$ cat src/tlg_pkg.sv
// Shared types and constants of the toroidal grid stepper.
// No dependencies; used by the interfaces, the core and the checker.
package tlg_pkg;

  // Command codes carried in the mode field.
  typedef enum logic {
    MODE_SEED = 1'b0,
    MODE_STEP = 1'b1
  } mode_t;

  localparam int ROW_W      = 8;
  localparam int ROW_IDX_W  = 3;
  localparam int GRID_W     = 64;
  localparam int COUNT_W    = 4;

  // Neighbor counts of the life rule.
  localparam logic [COUNT_W-1:0] STAY_COUNT  = 4'd2;
  localparam logic [COUNT_W-1:0] BIRTH_COUNT = 4'd3;

endpackage

$ cat src/tlg_if.sv
// Valid/ready channel interfaces for the command and result items.
// Depends on tlg_pkg for field widths and the mode type.
interface life_in_if;
  import tlg_pkg::*;
  logic                 valid;
  logic                 ready;
  mode_t                mode;
  logic [ROW_IDX_W-1:0] row_index;
  logic [ROW_W-1:0]     row_bits;

  modport source (output valid, output mode, output row_index, output row_bits, input ready);
  modport sink   (input valid, input mode, input row_index, input row_bits, output ready);
endinterface

interface life_out_if;
  import tlg_pkg::*;
  logic              valid;
  logic              ready;
  logic [GRID_W-1:0] grid_bits;

  modport source (output valid, output grid_bits, input ready);
  modport sink   (input valid, input grid_bits, output ready);
endinterface

$ cat src/toroidal_life_grid_stepper_core.sv
// Toroidal life grid stepper: keeps a GRID_SIZE x GRID_SIZE grid of cells.
// Channel cmd carries items of mode, row_index and row_bits; channel result
// carries one item per command: the whole grid packed with row y in bits 8y..8y+7.
// A seed item (mode 0) writes one row; its result is valid the
// cycle after acceptance. A row index at or beyond GRID_SIZE leaves the grid as is.
// A step item (mode 1) runs one pass over all GRID_SIZE*GRID_SIZE cells:
// one neighbor counter and rule unit evaluates the cell at the corner of the grid
// each cycle while the grid rotates under it, so every cell passes that corner once.
// The new generation collects in a second grid that rotates in lockstep and is
// copied over the grid at the end of the pass, when the result becomes valid.
// cmd.ready is high only while no step runs and the result register is free or
// being taken in the same cycle; a stalled receiver thus holds off new items.
// Reset (rst, synchronous) clears the grid to all dead cells and drops any
// pending result.
module toroidal_life_grid_stepper_core #(
  parameter int GRID_SIZE = 8
) (
  input logic        clk,
  input logic        rst,
  life_in_if.sink    cmd,
  life_out_if.source result
);
  import tlg_pkg::*;

  localparam int IDX_W = $clog2(GRID_SIZE);
  localparam logic [IDX_W-1:0] LAST = IDX_W'(GRID_SIZE - 1);

  typedef enum logic {
    S_IDLE,
    S_STEP
  } state_t;

  typedef logic [GRID_SIZE-1:0] grid_row_t;

  state_t            state;
  grid_row_t         grid [GRID_SIZE];
  grid_row_t         nxt  [GRID_SIZE];
  logic [IDX_W-1:0]  col;
  logic [IDX_W-1:0]  row;
  logic              out_valid;
  logic [GRID_W-1:0] out_bits;

  grid_row_t         grid_h    [GRID_SIZE];
  grid_row_t         grid_hv   [GRID_SIZE];
  grid_row_t         nxt_upd   [GRID_SIZE];
  grid_row_t         nxt_h     [GRID_SIZE];
  grid_row_t         nxt_hv    [GRID_SIZE];
  grid_row_t         seed_grid [GRID_SIZE];
  grid_row_t         pack_src  [GRID_SIZE];
  logic [COUNT_W-1:0] count;
  logic              cell_next;
  logic [GRID_W-1:0] packed_bits;
  logic              accept;

  assign accept       = cmd.valid && cmd.ready;
  assign cmd.ready    = (state == S_IDLE) && (!out_valid || result.ready);
  assign result.valid = out_valid;
  assign result.grid_bits = out_bits;

  // Neighbor count and life rule for the cell at row 0, column 0.
  always_comb begin
    count = {3'b000, grid[GRID_SIZE-1][GRID_SIZE-1]}
          + {3'b000, grid[GRID_SIZE-1][0]}
          + {3'b000, grid[GRID_SIZE-1][1]}
          + {3'b000, grid[0][GRID_SIZE-1]}
          + {3'b000, grid[0][1]}
          + {3'b000, grid[1][GRID_SIZE-1]}
          + {3'b000, grid[1][0]}
          + {3'b000, grid[1][1]};
    if (grid[0][0]) begin
      cell_next = (count == STAY_COUNT) || (count == BIRTH_COUNT);
    end else begin
      cell_next = (count == BIRTH_COUNT);
    end
  end

  // Rotations of both grids: by one column, or by one column and one row.
  always_comb begin
    for (int r = 0; r < GRID_SIZE; r++) begin
      nxt_upd[r] = nxt[r];
    end
    nxt_upd[0][0] = cell_next;
    for (int r = 0; r < GRID_SIZE; r++) begin
      for (int c = 0; c < GRID_SIZE; c++) begin
        grid_h[r][c]  = grid[r][(c + 1) % GRID_SIZE];
        grid_hv[r][c] = grid[(r + 1) % GRID_SIZE][(c + 1) % GRID_SIZE];
        nxt_h[r][c]   = nxt_upd[r][(c + 1) % GRID_SIZE];
        nxt_hv[r][c]  = nxt_upd[(r + 1) % GRID_SIZE][(c + 1) % GRID_SIZE];
      end
    end
  end

  // Grid after a seed item; out-of-range rows and columns are dropped.
  always_comb begin
    for (int r = 0; r < GRID_SIZE; r++) begin
      seed_grid[r] = grid[r];
    end
    if (int'(cmd.row_index) < GRID_SIZE) begin
      seed_grid[cmd.row_index[IDX_W-1:0]] = cmd.row_bits[GRID_SIZE-1:0];
    end
  end

  // Pack the grid that goes out with this item.
  always_comb begin
    for (int r = 0; r < GRID_SIZE; r++) begin
      pack_src[r] = (state == S_STEP) ? nxt_hv[r] : seed_grid[r];
    end
    packed_bits = '0;
    for (int r = 0; r < GRID_SIZE; r++) begin
      for (int c = 0; c < GRID_SIZE; c++) begin
        packed_bits[ROW_W * r + c] = pack_src[r][c];
      end
    end
  end

  // Sequencer, grids and result register.
  always_ff @(posedge clk) begin
    if (rst) begin
      state     <= S_IDLE;
      out_valid <= 1'b0;
      col       <= '0;
      row       <= '0;
      for (int r = 0; r < GRID_SIZE; r++) begin
        grid[r] <= '0;
      end
    end else begin
      unique case (state)
        S_IDLE: begin
          // An accepted item always finds the result register free or being emptied.
          if (accept) begin
            if (cmd.mode == MODE_STEP) begin
              state     <= S_STEP;
              col       <= '0;
              row       <= '0;
              out_valid <= 1'b0;
            end else begin
              for (int r = 0; r < GRID_SIZE; r++) begin
                grid[r] <= seed_grid[r];
              end
              out_valid <= 1'b1;
              out_bits  <= packed_bits;
            end
          end else if (result.valid && result.ready) begin
            out_valid <= 1'b0;
          end
        end
        S_STEP: begin
          if (col == LAST) begin
            col <= '0;
            for (int r = 0; r < GRID_SIZE; r++) begin
              nxt[r] <= nxt_hv[r];
            end
            if (row == LAST) begin
              // Pass complete: both grids are back in place.
              state <= S_IDLE;
              for (int r = 0; r < GRID_SIZE; r++) begin
                grid[r] <= nxt_hv[r];
              end
              out_valid <= 1'b1;
              out_bits  <= packed_bits;
            end else begin
              row <= row + 1'b1;
              for (int r = 0; r < GRID_SIZE; r++) begin
                grid[r] <= grid_hv[r];
              end
            end
          end else begin
            col <= col + 1'b1;
            for (int r = 0; r < GRID_SIZE; r++) begin
              grid[r] <= grid_h[r];
              nxt[r]  <= nxt_h[r];
            end
          end
        end
        default: begin
          state <= S_IDLE;
        end
      endcase
    end
  end

endmodule

$ cat src/flat_wrapper.sv
// flat-port wrapper written by rule: the top's interface ports become plain ports
module toroidal_life_grid_stepper_core_flat import tlg_pkg::*;
#(
  parameter int GRID_SIZE = 8
)
  (clk, rst, cmd_valid, cmd_mode, cmd_row_index, cmd_row_bits, cmd_ready, result_valid, result_grid_bits, result_ready);
  life_in_if cmd_i ();
  life_out_if result_i ();
  input logic clk;
  input logic rst;
  input wire logic [$bits(cmd_i.valid)-1:0] cmd_valid;
  input wire logic [$bits(cmd_i.mode)-1:0] cmd_mode;
  input wire logic [$bits(cmd_i.row_index)-1:0] cmd_row_index;
  input wire logic [$bits(cmd_i.row_bits)-1:0] cmd_row_bits;
  output wire logic [$bits(cmd_i.ready)-1:0] cmd_ready;
  output wire logic [$bits(result_i.valid)-1:0] result_valid;
  output wire logic [$bits(result_i.grid_bits)-1:0] result_grid_bits;
  input wire logic [$bits(result_i.ready)-1:0] result_ready;
  assign cmd_i.valid = cmd_valid;
  assign cmd_i.mode = cmd_mode;
  assign cmd_i.row_index = cmd_row_index;
  assign cmd_i.row_bits = cmd_row_bits;
  assign cmd_ready = cmd_i.ready;
  assign result_valid = result_i.valid;
  assign result_grid_bits = result_i.grid_bits;
  assign result_i.ready = result_ready;
  toroidal_life_grid_stepper_core #(.GRID_SIZE(GRID_SIZE)) u_core (.clk(clk), .rst(rst), .cmd(cmd_i), .result(result_i));
endmodule
$ cat config.mk
export PLATFORM = sky130hd
export DESIGN_NAME = toroidal_life_grid_stepper_core_flat
export DESIGN_NICKNAME = d
export VERILOG_FILES = /design/src/tlg_pkg.sv /design/src/tlg_if.sv /design/src/toroidal_life_grid_stepper_core.sv /design/src/flat_wrapper.sv
export SDC_FILE = /design/constraint.sdc
export NUM_CORES = 1
export LEC_CHECK = 0
export BUFFER_PORTS_ARGS = -buffer_cell sky130_fd_sc_hd__buf_4
export CORE_MARGIN = 2
export CORE_UTILIZATION = 35
export CTS_CLUSTER_DIAMETER = 100
export CTS_CLUSTER_SIZE = 30
export DETAILED_ROUTE_END_ITERATION = 10
export GPL_ROUTABILITY_DRIVEN = 0
export SYNTH_ARGS = -nofsm -noshare
export SYNTH_HDL_FRONTEND = slang
export SYNTH_SLANG_ARGS = --single-unit
$ cat constraint.sdc
create_clock -name clk -period 4.9 [get_ports clk]
set_input_delay 0 -clock clk [delete_from_list [all_inputs] [get_ports clk]]
set_output_delay 0 -clock clk [all_outputs]
set_load 0.05 [all_outputs]
Word-level counts from Yosys, hierarchy flattened
Memory sizes are Yosys's and may differ from the RTL's.
Index checks and enable logic that the tools add are counted.
W data, S select, Z words.
- word-level logic and storage cells: 181
- input bits: 16
- flip-flop bits (word level): 72
- memories kept: 2
- output and inout port bits: 66
- bits in writable memories: 128
- equality and inequality tests: 11
- magnitude comparators: 2
- reduce and logical (&&, ||, !) cells: 11
- $add $sub $neg: 9
- bitwise operators: 43
- mux-type cells: 98
- memory list (memory ; words ; bits a word ; read ports ; clocked after memory_dff ; write ports ; line ; source):
    u_core.grid ; 8 ; 8 ; 8 ; 0 ; 8 ; toroidal_life_grid_stepper_core.sv:36 ; grid_row_t grid [GRID_SIZE];
    u_core.nxt ; 8 ; 8 ; 8 ; 0 ; 8 ; toroidal_life_grid_stepper_core.sv:37 ; grid_row_t nxt [GRID_SIZE];
- operator list (kind ; number):
    $mux W8 ; 49
    $mux W64 ; 4
    $pmux W64 S2 ; 1
    $bwmux W64 ; 1
    $or A1 B1 Y1 ; 40
    $mux W1 ; 33
    $add A4 B1 Y4 ; 6
    $demux W8 S3 ; 1
    $mux W3 ; 5
    $pmux W3 S2 ; 2
    $ne A2 B2 Y1 const B ; 5
    $eq A4 B2 Y1 const B ; 2
    $add A3 B1 Y3 const B ; 2
    $eq A3 B3 Y1 const B ; 2
    $reduce_and A5 Y1 ; 1
    $ge A4 B4 Y1 const B ; 1
    $logic_and A1 B1 Y1 ; 4
    $lt A4 B1 Y1 const B ; 1
    $not A3 Y4 ; 1
    $pmux W1 S2 ; 2
    $reduce_and A4 Y1 ; 1
    $ne A3 B2 Y1 const B ; 1
    $reduce_and A3 Y1 ; 1
    $add A1 B1 Y2 ; 1
    other kinds (5) ; 7

Logic depth before layout (Yosys ltp)
Gate-level depths: netlist (run 1).
An unclocked memory read counts as a cell.
- depth in word-level cells: 15
- gate-level depth with buffers: 11
- depth with buffers taken out: 11

Least setup slack after synthesis (run 1)
No wires, ideal clock.
- path type: flip-flop to flip-flop
- start: register u_core.state
- end: register u_core.out_bits[0], in the netlist u_core.result.grid_bits[0] (enable)
- stages on the path, launching flop included: 5
- buffers on the path: 0
- clock period less this slack: 3.559 ns
- setup time: 0.424 ns
- path slack: 1.341 ns
- data arrival time: 3.135 ns
- data required time: 4.476 ns
- cells stage by stage: dfxtp_1 -> nand2b_4 -> inv_2 -> nand3_1 -> nand2_1
- word-level cells in the longest chain between the ends: 5
- elaborated cells between the ends (all ways): 8
- classes of those cells: eq/ne (4); bitwise (1); reduce/logical (3)
- RTL lines (item ; line ; source):
    from (decl) ; toroidal_life_grid_stepper_core.sv:35 ; state_t state;
    from (signal assigned) ; toroidal_life_grid_stepper_core.sv:119 ; state <= S_IDLE;
    from (signal assigned) ; toroidal_life_grid_stepper_core.sv:132 ; state <= S_STEP;
    from (signal assigned) ; toroidal_life_grid_stepper_core.sv:155 ; state <= S_IDLE;
    $not A1 Y1 ; toroidal_life_grid_stepper_core.sv:56, toroidal_life_grid_stepper_core.sv:127 ;
    $logic_and A1 B1 Y1 ; toroidal_life_grid_stepper_core.sv:56 ; assign cmd.ready = (state == S_IDLE) && (!out_valid || result.ready);
    $logic_and A1 B1 Y1 ; toroidal_life_grid_stepper_core.sv:55 ; assign accept = cmd.valid && cmd.ready;
    $ne A2 B1 Y1 (no source line) ; n/a ;
    $reduce_and A5 Y1 (no source line) * ; n/a ;
    to (signal assigned) ; toroidal_life_grid_stepper_core.sv:141 ; out_bits <= packed_bits;
    to (signal assigned) ; toroidal_life_grid_stepper_core.sv:160 ; out_bits <= packed_bits;
    to (decl) ; toroidal_life_grid_stepper_core.sv:41 ; logic [GRID_W-1:0] out_bits;
Mark *: on every way between the ends. The rest lies on a longest branch, timed or not.
A chain may end at the register's enable or synchronous reset.

==> impl_results.md, run 1 <==
- IO Port Bufs: between 80 and 90
- Crit Path Max Fanout: 4
- Cells on worst reg2reg path: 11
- Crit-path max cell delay: between 500 and 600 ps
- Final setup TNS: 0 ps
- Area Growth Syn to Fin: 13.6%
- Post-cts repair resize count: 0
- Total Wirelength: between 20000 and 30000 um
- Routed Antenna Nets: 0
- Dpl cells: 1357
- Placed instance area: around 11000 um2
- Chip height: 179 um
- CTS Buf Count: 17
- Initial Utilization: 0.353
- Layout Cells excl Fill: 1394
- CTS tree: done
- Critical Path AT: just under 4000 ps
- Hold-fix buffers at CTS: 5
- I/O pin cnt: roughly 80
- DRC errors left: 0
- Hold Slack: between 100 and 150 ps
- Mapped Area: 10700 um2
- Core Area: ~30000 um2
- Final Hold Viols: 0
- Vias in the first global route: 7273
- Via count: 7587
- Post-synth cell types: 40
- Synth Instances: approximately 940
- Clock buffer depth: 2
- FMAX: roughly 270 MHz
- CTS clk-pin slew, worst paths: about 70 ps
- Die area: approximately 32000 um2
- Initial antenna violation count: 1
- Slew Viols, Final: 0
- Worst Skew: 11.4 ps
- Ys async rst share: 0
- Inserted Diodes: 0
- CP max-delay cell: a2111oi_0
- Share of layout cells above drive strength 1: 0.145
- Fill cell count: about 2900
- Lkg Pwr: 4.48 nW
- Status: finished, final reports clean
- Register area share after synthesis: 0.551
- Largest cells by area after synthesis: edfxtp_1 54%, mux2i_1 16%, nand2_1 4.3%
- Synth cell count leaders: 191 x edfxtp_1, 175 x mux2i_1, 123 x nand2_1, 75 x inv_1, 59 x o21ai_0
- Critical setup path kind: register to register
- CTS sink cnt: a little under 200
- Die width: ~180 um
- Dominant synthesized flop cell: edfxtp_1
- Crit path capture type: register
- Pwr Density: approximately 340 nW/um2
- Final Setup Violations: 0
- Part of the cycle the worst path needs: 0.745
- DRT iter0 DRCs: approximately 750
- Syn avg cell area: around 11 um2
- Footprint of the multi-input gates: 4080 um2
- H-Tree Depth: 4
- Cell mode on critical path: fa_1
- Unrepaired setup endpoints after global routing: false
- Register area: about 5900 um2
- Nets@finish: between 1000 and 1500
- Worst-Margin Slew: around 1100 ps
- Number of synthesized flops with an enable pin: 191
- Nature of the critical path startpoint: register
- Critical Path RT: just over 5000 ps
- Maximum vdd drop: around 0.22 mV
- Ys Warns: 0
- # Max-Cap Violations: 0
- Crit path cell chain: ha_1 -> inv_1 -> fa_1 -> fa_1 -> inv_1 -> fa_1 -> inv_1 -> fa_1 -> a2111oi_0 -> o2111ai_1 -> a311oi_1
- Min-Delay Path Class: input pin to register
- Final Cell Area: roughly 12000 um2
- Postcts setup bufs: 0
- WHS Path Cells: 3
- First-pass GRT wire length: 44600 um
- Worst skew pair latency: around 440 ps
- Number of core rows: 64
- Synth area leader: edfxtp_1
- CTS root buffer: clkbuf_16
- Gr ovfl total: 0
- HPWL after detailed placement: approximately 19000 um
- Drt pass-1 iters: 7
- Minimum clock period: 3650 ps
- WL per Instance: roughly 21 um
- Largest net degree at the start of global routing: 88
- Via density: between 5 and 6
- Yosys top cell area share: 0.536
- Max-Slew Margin vs Limit: 0.300
- Count leader, synth: edfxtp_1
- Net count after synthesis: between 900 and 1000
- Total power: 4.16 mW
- Gr usage total: 0.187
- Synthesized flop and latch total: ~200
-- final cells by class --
type / count / share of cell area
flip-flops and latches: 199 / 0.485
multi-input cells: 591 / 0.335
repair buffers: 100 / 0.0648
well taps: 396 / 0.0407
clock buffers: 17 / 0.0350
inverters: 76 / 0.0235
clock inverters: 15 / 0.0155
-- routing by layer --
layer	global-route usage	share of wire	vias to the layer above
met1	0.270	0.44	3779
met2	0.291	0.47	271
met5	0	0.00027	-
li1	-	-	3503
met4	0.0474	0.016	2
met3	0.0331	0.069	32
-- through the flow --
step	util	setup WS (ps)
final	0.401	1250
after detailed placement	0.379	1290
after global placement	0.379	1400
after floorplan	-	1340
after global routing	0.401	1080
after CTS	0.401	1270
-- worst max-delay path, delay by kind of cell (launching register included) --
family	cells	cell delay [ps]
compound gates	3	990
buf+inv	3	200
fa+ha+maj	5	1830
flops	1	450
-- power by group --
group / leakage, nW / switching (mW) / internal, mW / total (mW)
Sequential: 1.91 / 0.0915 / 1.99 / 2.08
Combinational: 2.27 / 0.366 / 0.204 / 0.570
Clock: 0.297 / 0.693 / 0.819 / 1.51
-- path summary, 6_finish.rpt --
check                      end               from  slack, ps
max          u_core.grid[7][7]  u_core.grid[7][7]       1250
min          u_core.grid[4][7]    cmd_row_bits[7]        100
max reg2reg  u_core.grid[7][7]  u_core.grid[7][7]       1250
min reg2reg      u_core.row[0]      u_core.row[0]        500
-- state kept, by name (all words and copies together), names as in the netlist --
register,cells
u_core.grid,64
u_core.state,1
u_core.result.grid_bits,64
u_core.result.valid,1
u_core.row,3
u_core.col,3
u_core.nxt,63
-- placed cells by master, fill, tap and decap left out, types with 3 or more instances in the layout --
master	Yosys	final
a21oi_1	25	25
buf_4	18	93
bufinv_16	0	3
clkbuf_16	0	17
dfxtp_1	8	7
dlygate4sd3_1	0	5
edfxtp_1	191	191
fa_1	4	4
ha_1	7	5
inv_1	75	75
inv_6	0	5
mux2i_1	175	175
nand2_1	123	122
nand2b_1	3	3
nand3_1	4	4
nand3b_1	6	6
nor2_1	15	15
nor2b_1	4	4
nor3b_1	6	6
o211ai_1	9	9
o21a_1	9	9
o21ai_0	59	59
o21ai_1	58	58
o21ba_2	7	7
o22ai_1	56	56
or2_1	7	7
-- cells by family (layout without fill, tap and decap cells) --
family	Yosys count	count (layout)	share of synthesized area
AOI/OAI and AO/OA	229	229	0.123
muxes	176	176	0.165
DFF	199	199	0.551
buffers and inverters	153	208	0.0712
and+or+nand+nor	175	175	0.0752
adders and majority gates	11	11	0.0157
Power figures use the tool's default switching activity.
==> run 2, diff against run 1 <==
clock period = 3.6 ns   (was 4.9 ns; I/O delays follow)
==> impl_results.md, run 2 (same netlist as run 1, synthesis figures left out) <==
- Share of layout cells above drive strength 1: 0.157 (was 0.145)
- Drt pass-1 iters: 5 (was 7)
- WL per Instance: 21.5 um (was 21.1 um)
- WHS Endpoint: u_core.grid[2][7] (was u_core.grid[4][7])
- Hold path start: cmd_row_bits[7] (unchanged)
- Layout Cells excl Fill: 1405 (was 1394)
- Area Growth Syn to Fin: 15.2% (was 13.6%)
- Crit Path Max Fanout: 2 (was 4)
- Commonest cells after routing, fill and taps aside: 191 x edfxtp_1, 175 x mux2i_1, 122 x nand2_1 (unchanged)
- Largest net degree at the start of global routing: 68 (was 88)
- CP max-delay cell: fa_1 (was a2111oi_0)
- CTS sink cnt: 199 (unchanged)
- Gr usage total: 0.191 (was 0.187)
- Critical Path RT: 3870 ps (was 5160 ps)
- First-pass GRT wire length: 45600 um (was 44600 um)
- Nets@finish: 1022 (was 1012)
- # Max-Cap Violations: 0 (unchanged)
- Status: finished, final reports clean (unchanged)
- Critical Path AT: 3710 ps (was 3910 ps)
- I/O pin cnt: 82 (unchanged)
- Reg2reg start: u_core.grid[7][0] (was u_core.grid[7][7])
- Commonest non-fill, non-tap cell in the layout: edfxtp_1 (unchanged)
- Worst Skew: 10.5 ps (was 11.4 ps)
- Worst skew pair latency: 450 ps (was 440 ps)
- CTS root buffer: clkbuf_16 (unchanged)
- Via count: 7598 (was 7587)
- Slew Viols, Final: 0 (unchanged)
- Total power: 5.89 mW (was 4.16 mW)
- Nature of the critical path startpoint: register (unchanged)
- Post-route setup slack: 160 ps (was 1250 ps)
- IO Port Bufs: 81 (unchanged)
- Clock buffer depth: 2 (unchanged)
- Die area: 32000 um2 (unchanged)
- Total Wirelength: 30200 um (was 29400 um)
- Pwr Density: 477 nW/um2 (was 342 nW/um2)
- Dpl cells: 1363 (was 1357)
- Crit-path max cell delay: 540 ps (was 520 ps)
- Chip height: 179 um (unchanged)
- Buf/Inv on CP: 3 (unchanged)
- Placed instance area: 11600 um2 (was 11500 um2)
- Worst-Margin Slew: 1040 ps (was 1050 ps)
- Initial Utilization: 0.353 (unchanged)
- Final setup TNS: 0 ps (unchanged)
- Gr ovfl total: 0 (unchanged)
- Hold Slack: 108 ps (was 100 ps)
- FF-to-FF End: u_core.grid[7][7] (unchanged)
- CTS Buf Count: 17 (unchanged)
- Finished Core Util: 0.407 (was 0.401)
- FMAX: 291 MHz (was 274 MHz)
- Vias in the first global route: 7500 (was 7273)
- Cells on worst reg2reg path: 11 (unchanged)
- Crit path capture type: register (unchanged)
- Final Cell Area: 12300 um2 (was 12200 um2)
- Initial antenna violation count: 2 (was 1)
- H-Tree Depth: 4 (unchanged)
- WHS Path Cells: 3 (unchanged)
- Fill cell count: 2859 (was 2927)
- Cell mode on critical path: inv_1 (was fa_1)
- Minimum clock period: 3440 ps (was 3650 ps)
- Lkg Pwr: 4.56 nW (was 4.48 nW)
- HPWL after detailed placement: 19400 um (was 19000 um)
- CTS tree: done (unchanged)
- FF-to-FF setup slack: 160 ps (was 1250 ps)
- DRT iter0 DRCs: 793 (was 753)
- Min-Delay Path Class: input pin to register (unchanged)
- CTS clk-pin slew, worst paths: 80 ps (was 70 ps)
- DRC errors left: 0 (unchanged)
- Worst setup path startpoint: u_core.grid[7][0] (was u_core.grid[7][7])
- Core Area: 30300 um2 (unchanged)
- Unrepaired setup endpoints after global routing: false (unchanged)
- Max-Slew Margin vs Limit: 0.306 (was 0.300)
- Routed Antenna Nets: 0 (unchanged)
- Critical setup path kind: register to register (unchanged)
- Via density: 5.41 (was 5.44)
- CP top delay family: adder cells (unchanged)
- Maximum vdd drop: 0.294 mV (was 0.216 mV)
- Number of core rows: 64 (unchanged)
- DP Worst Slack: -49.5 ps (was 1290 ps)
- Part of the cycle the worst path needs: 0.955 (was 0.745)
- Die width: 179 um (unchanged)
- Final Hold Viols: 0 (unchanged)
- Crit path cell chain: ha_1 -> inv_1 -> fa_1 -> fa_1 -> inv_1 -> fa_2 -> inv_1 -> fa_2 -> nor2_2 -> o2111ai_1 -> a311oi_1 (was ha_1 -> inv_1 -> fa_1 -> fa_1 -> inv_1 -> fa_1 -> inv_1 -> fa_1 -> a2111oi_0 -> o2111ai_1 -> a311oi_1)
- Final Setup Violations: 0 (unchanged)
[run 2: cell count changes in the layout (fill, tap and decap cells not counted), sizes merged]
cell,before,now
buf,95,104
bufinv,3,6
clkbuf,17,18
diode,0,1
dlygate4sd3,5,6
inv,83,79
[run 2: worst register-to-register path, stage by stage, from the launching register on]
cell,delay [ps]
edfxtp_1,410
ha_1,300
inv_1,50
fa_1,500
fa_1,540
inv_1,50
fa_2,360
inv_1,80
fa_2,430
nor2_2,110
o2111ai_1,120
a311oi_1,310
[run 2: how the worst max path moves through the flow]
stage	to	depth (start not counted)
final	u_core.grid[7][7]	11
after global routing	u_core.grid[7][7]	11
after CTS	u_core.grid[7][7]	11
after detailed placement	u_core.nxt[0][63]	11
after global placement	u_core.grid[7][7]	11
after floorplan	u_core.result.grid_bits[0]	4
[run 2: what timing repair did]
| action | in CTS | in global routing |
|---|---|---|
| setup endpoints to repair | 2 | 4 |
| buffers inserted | 1 | 2 |
| resized for setup | 2 | 4 |
| hold buffers | 6 | 0 |
| hold endpoints to repair | 8 | 0 |
| pin swaps | 1 | 3 |
[run 2: area by class of cell]
cell class                      instances  area (um2)  area share
Timing Repair Buffer                  110         878      0.0712
Sequential cell                       199        5900       0.478
Clock buffer                           18         429      0.0348
Clock inverter                         14         244      0.0198
Antenna cell                            1        2.50    0.000203
Tap cell                              396         495      0.0402
Inverter                               76         285      0.0231
Multi-Input combinational cell        591        4110       0.333
[run 2: report_power, final]
part	switching [mW]	internal (mW)	leakage [nW]
Combinational	0.517	0.300	2.33
Sequential	0.128	2.71	1.91
Clock	0.923	1.31	0.322
[run 2: metal layers]
layer | share of wire | vias to the layer above | GRT usage
met4 | 0.016 | 2 | 0.0501
met3 | 0.063 | 31 | 0.0284
met5 | 0.00033 | - | 0
li1 | - | 3530 | -
met1 | 0.45 | 3756 | 0.271
met2 | 0.47 | 279 | 0.306
==> run 3, diff against run 2 <==
CORE_UTILIZATION = 40   (was 35)
clock period = 4.1 ns   (was 3.6 ns; I/O delays follow)
==> impl_results.md, run 3 (same netlist as run 1, synthesis figures left out) <==
- First-pass GRT wire length: 44500 um (was 45600 um)
- Nature of the critical path startpoint: register (unchanged)
- Gr ovfl total: 0 (unchanged)
- Sw frac: 0.279 (was 0.266)
- CTS root buffer: clkbuf_16 (unchanged)
- Critical Path AT: 4000 ps (was 3710 ps)
- Sw power: 1.33 mW (was 1.57 mW)
- Share of layout cells above drive strength 1: 0.147 (was 0.157)
- # Max-Cap Violations: 0 (unchanged)
- Maximum vdd drop: 0.272 mV (was 0.294 mV)
- Pwr Density: 399 nW/um2 (was 477 nW/um2)
- Initial Utilization: 0.409 (was 0.353)
- Worst skew pair latency: 440 ps (was 450 ps)
- P_int: 3.45 mW (was 4.32 mW)
- Critical setup path kind: register to register (unchanged)
- I/O pin cnt: 82 (unchanged)
- Dpl cells: 1301 (was 1363)
- Comb power frac: 0.142 (was 0.139)
- FMAX: 267 MHz (was 291 MHz)
- WL per Instance: 22.0 um (was 21.5 um)
- Largest net degree at the start of global routing: 75 (was 68)
- DRT iter0 DRCs: 814 (was 793)
- Worst Skew: 9.15 ps (was 10.5 ps)
- DRC errors left: 0 (unchanged)
- Via count: 7610 (was 7598)
- Status: finished, final reports clean (unchanged)
- Die area: 28100 um2 (was 32000 um2)
- Post-route setup slack: 356 ps (was 160 ps)
- CTS sink cnt: 199 (unchanged)
- CTS clk-pin slew, worst paths: 70 ps (was 80 ps)
- Part of the cycle the worst path needs: 0.913 (was 0.955)
- Vias in the first global route: 7285 (was 7500)
- Post-cts repair resize count: 0 (was 2)
- CTS tree: done (unchanged)
- Final Hold Viols: 0 (unchanged)
- Crit path capture type: register (unchanged)
- Clock buffer depth: 2 (unchanged)
- HPWL after detailed placement: 19100 um (was 19400 um)
- H-Tree Depth: 4 (unchanged)
- Sequential cell fraction of total power: 0.520 (was 0.482)
- Final setup TNS: 0 ps (unchanged)
- Via density: 5.70 (was 5.41)
- Gr usage total: 0.210 (was 0.191)
- Area Growth Syn to Fin: 12.0% (was 15.2%)
- IO Port Bufs: 81 (unchanged)
- Nets@finish: 1015 (was 1022)
- Max-Slew Margin vs Limit: 0.388 (was 0.306)
- Critical Path RT: 4360 ps (was 3870 ps)
- Slew Viols, Final: 0 (unchanged)
- Total Wirelength: 29300 um (was 30200 um)
- Hold Slack: 37.9 ps (was 108 ps)
- Min-Delay Path Class: input pin to register (unchanged)
- Commonest non-fill, non-tap cell in the layout: edfxtp_1 (unchanged)
- Chip height: 168 um (was 179 um)
- Routed Antenna Nets: 0 (unchanged)
- Core Area: 26200 um2 (was 30300 um2)
- Drt pass-1 iters: 5 (unchanged)
- CTS Buf Count: 17 (unchanged)
- Final Setup Violations: 0 (unchanged)
- Number of core rows: 59 (was 64)
- DP Worst Slack: 468 ps (was -49.5 ps)
- Layout Cells excl Fill: 1334 (was 1405)
- Worst-Margin Slew: 918 ps (was 1040 ps)
- Initial antenna violation count: 0 (was 2)
- Lkg Pwr: 4.45 nW (was 4.56 nW)
- Crit Path Max Fanout: 4 (was 2)
- Clock network fraction of design power: 0.338 (was 0.380)
- Commonest cells after routing, fill and taps aside: 191 x edfxtp_1, 175 x mux2i_1, 122 x nand2_1 (unchanged)
- Unrepaired setup endpoints after global routing: false (unchanged)
- Die width: 168 um (was 179 um)
- Inserted Diodes: 0 (was 1)
- Minimum clock period: 3740 ps (was 3440 ps)
-- run 3: cell count changes in the layout (fill, tap and decap cells not counted), sizes merged --
cell,change
bufinv,-5
dlygate4sd3,-3
buf,-4
clkinvlp,+1
diode,-1
clkinv,+3
inv,-1
-- run 3: routing by layer --
metal / up-vias / track usage / part of all wire
li1: 3506 / - / -
met1: 3778 / 0.311 / 0.46
met2: 287 / 0.311 / 0.45
met3: 39 / 0.0423 / 0.073
met4: 0 / 0.0605 / 0.020
met5: - / 0 / 0
-- run 3: worst paths after layout --
check | startpoint | to | slack [ps] | cells after the start
max | u_core.grid[7][7] | u_core.grid[7][7] | 360 | 11
min reg2reg | u_core.col[1] | u_core.col[1] | 500 | 2
min | cmd_valid | u_core.state | 40 | 4
max reg2reg | u_core.grid[7][7] | u_core.grid[7][7] | 360 | 11
-- run 3: what timing repair did --
action	CTS	global route
endpoints found under the hold margin	8	0
setup buffers	0	0
hold buffers	3	0
setup endpoints to repair	0	0
-- run 3: stage by stage --
stage	util	instance area [um2]	total power, mW
floorplan	-	10700	2.99
global placement	0.436	11400	3.19
detailed placement	0.436	11400	3.20
CTS	0.458	12000	4.80
global route	0.458	12000	4.96
finish	0.458	12000	4.79
-- run 3: cell type report --
class,instances,area [um2]
inverter,76,285
clock inverter,12,106
multi-input combinational,591,4080
timing repair buffer,103,781
fill,2454,14200
tap,335,419
clock buffer,18,429
sequential,199,5900
-- run 3: critical path, stage by stage, from the launching register on --
cell       delay (ps)
edfxtp_1          450
ha_1              300
inv_1              50
fa_1              510
fa_1              480
inv_1              90
fa_1              200
inv_1              60
fa_1              380
a2111oi_0         540
o2111ai_1         180
a311oi_1          310
-- run 3: power groups by stage --
stage	Combinational (mW)	Clock [mW]	Sequential, mW
4_1_cts	0.678	1.64	2.49
6_report	0.681	1.62	2.49
2_1_floorplan	0.431	0	2.55
3_3_place_gp	0.658	0	2.53
5_1_grt	0.741	1.72	2.50
3_5_place_dp	0.671	0	2.53
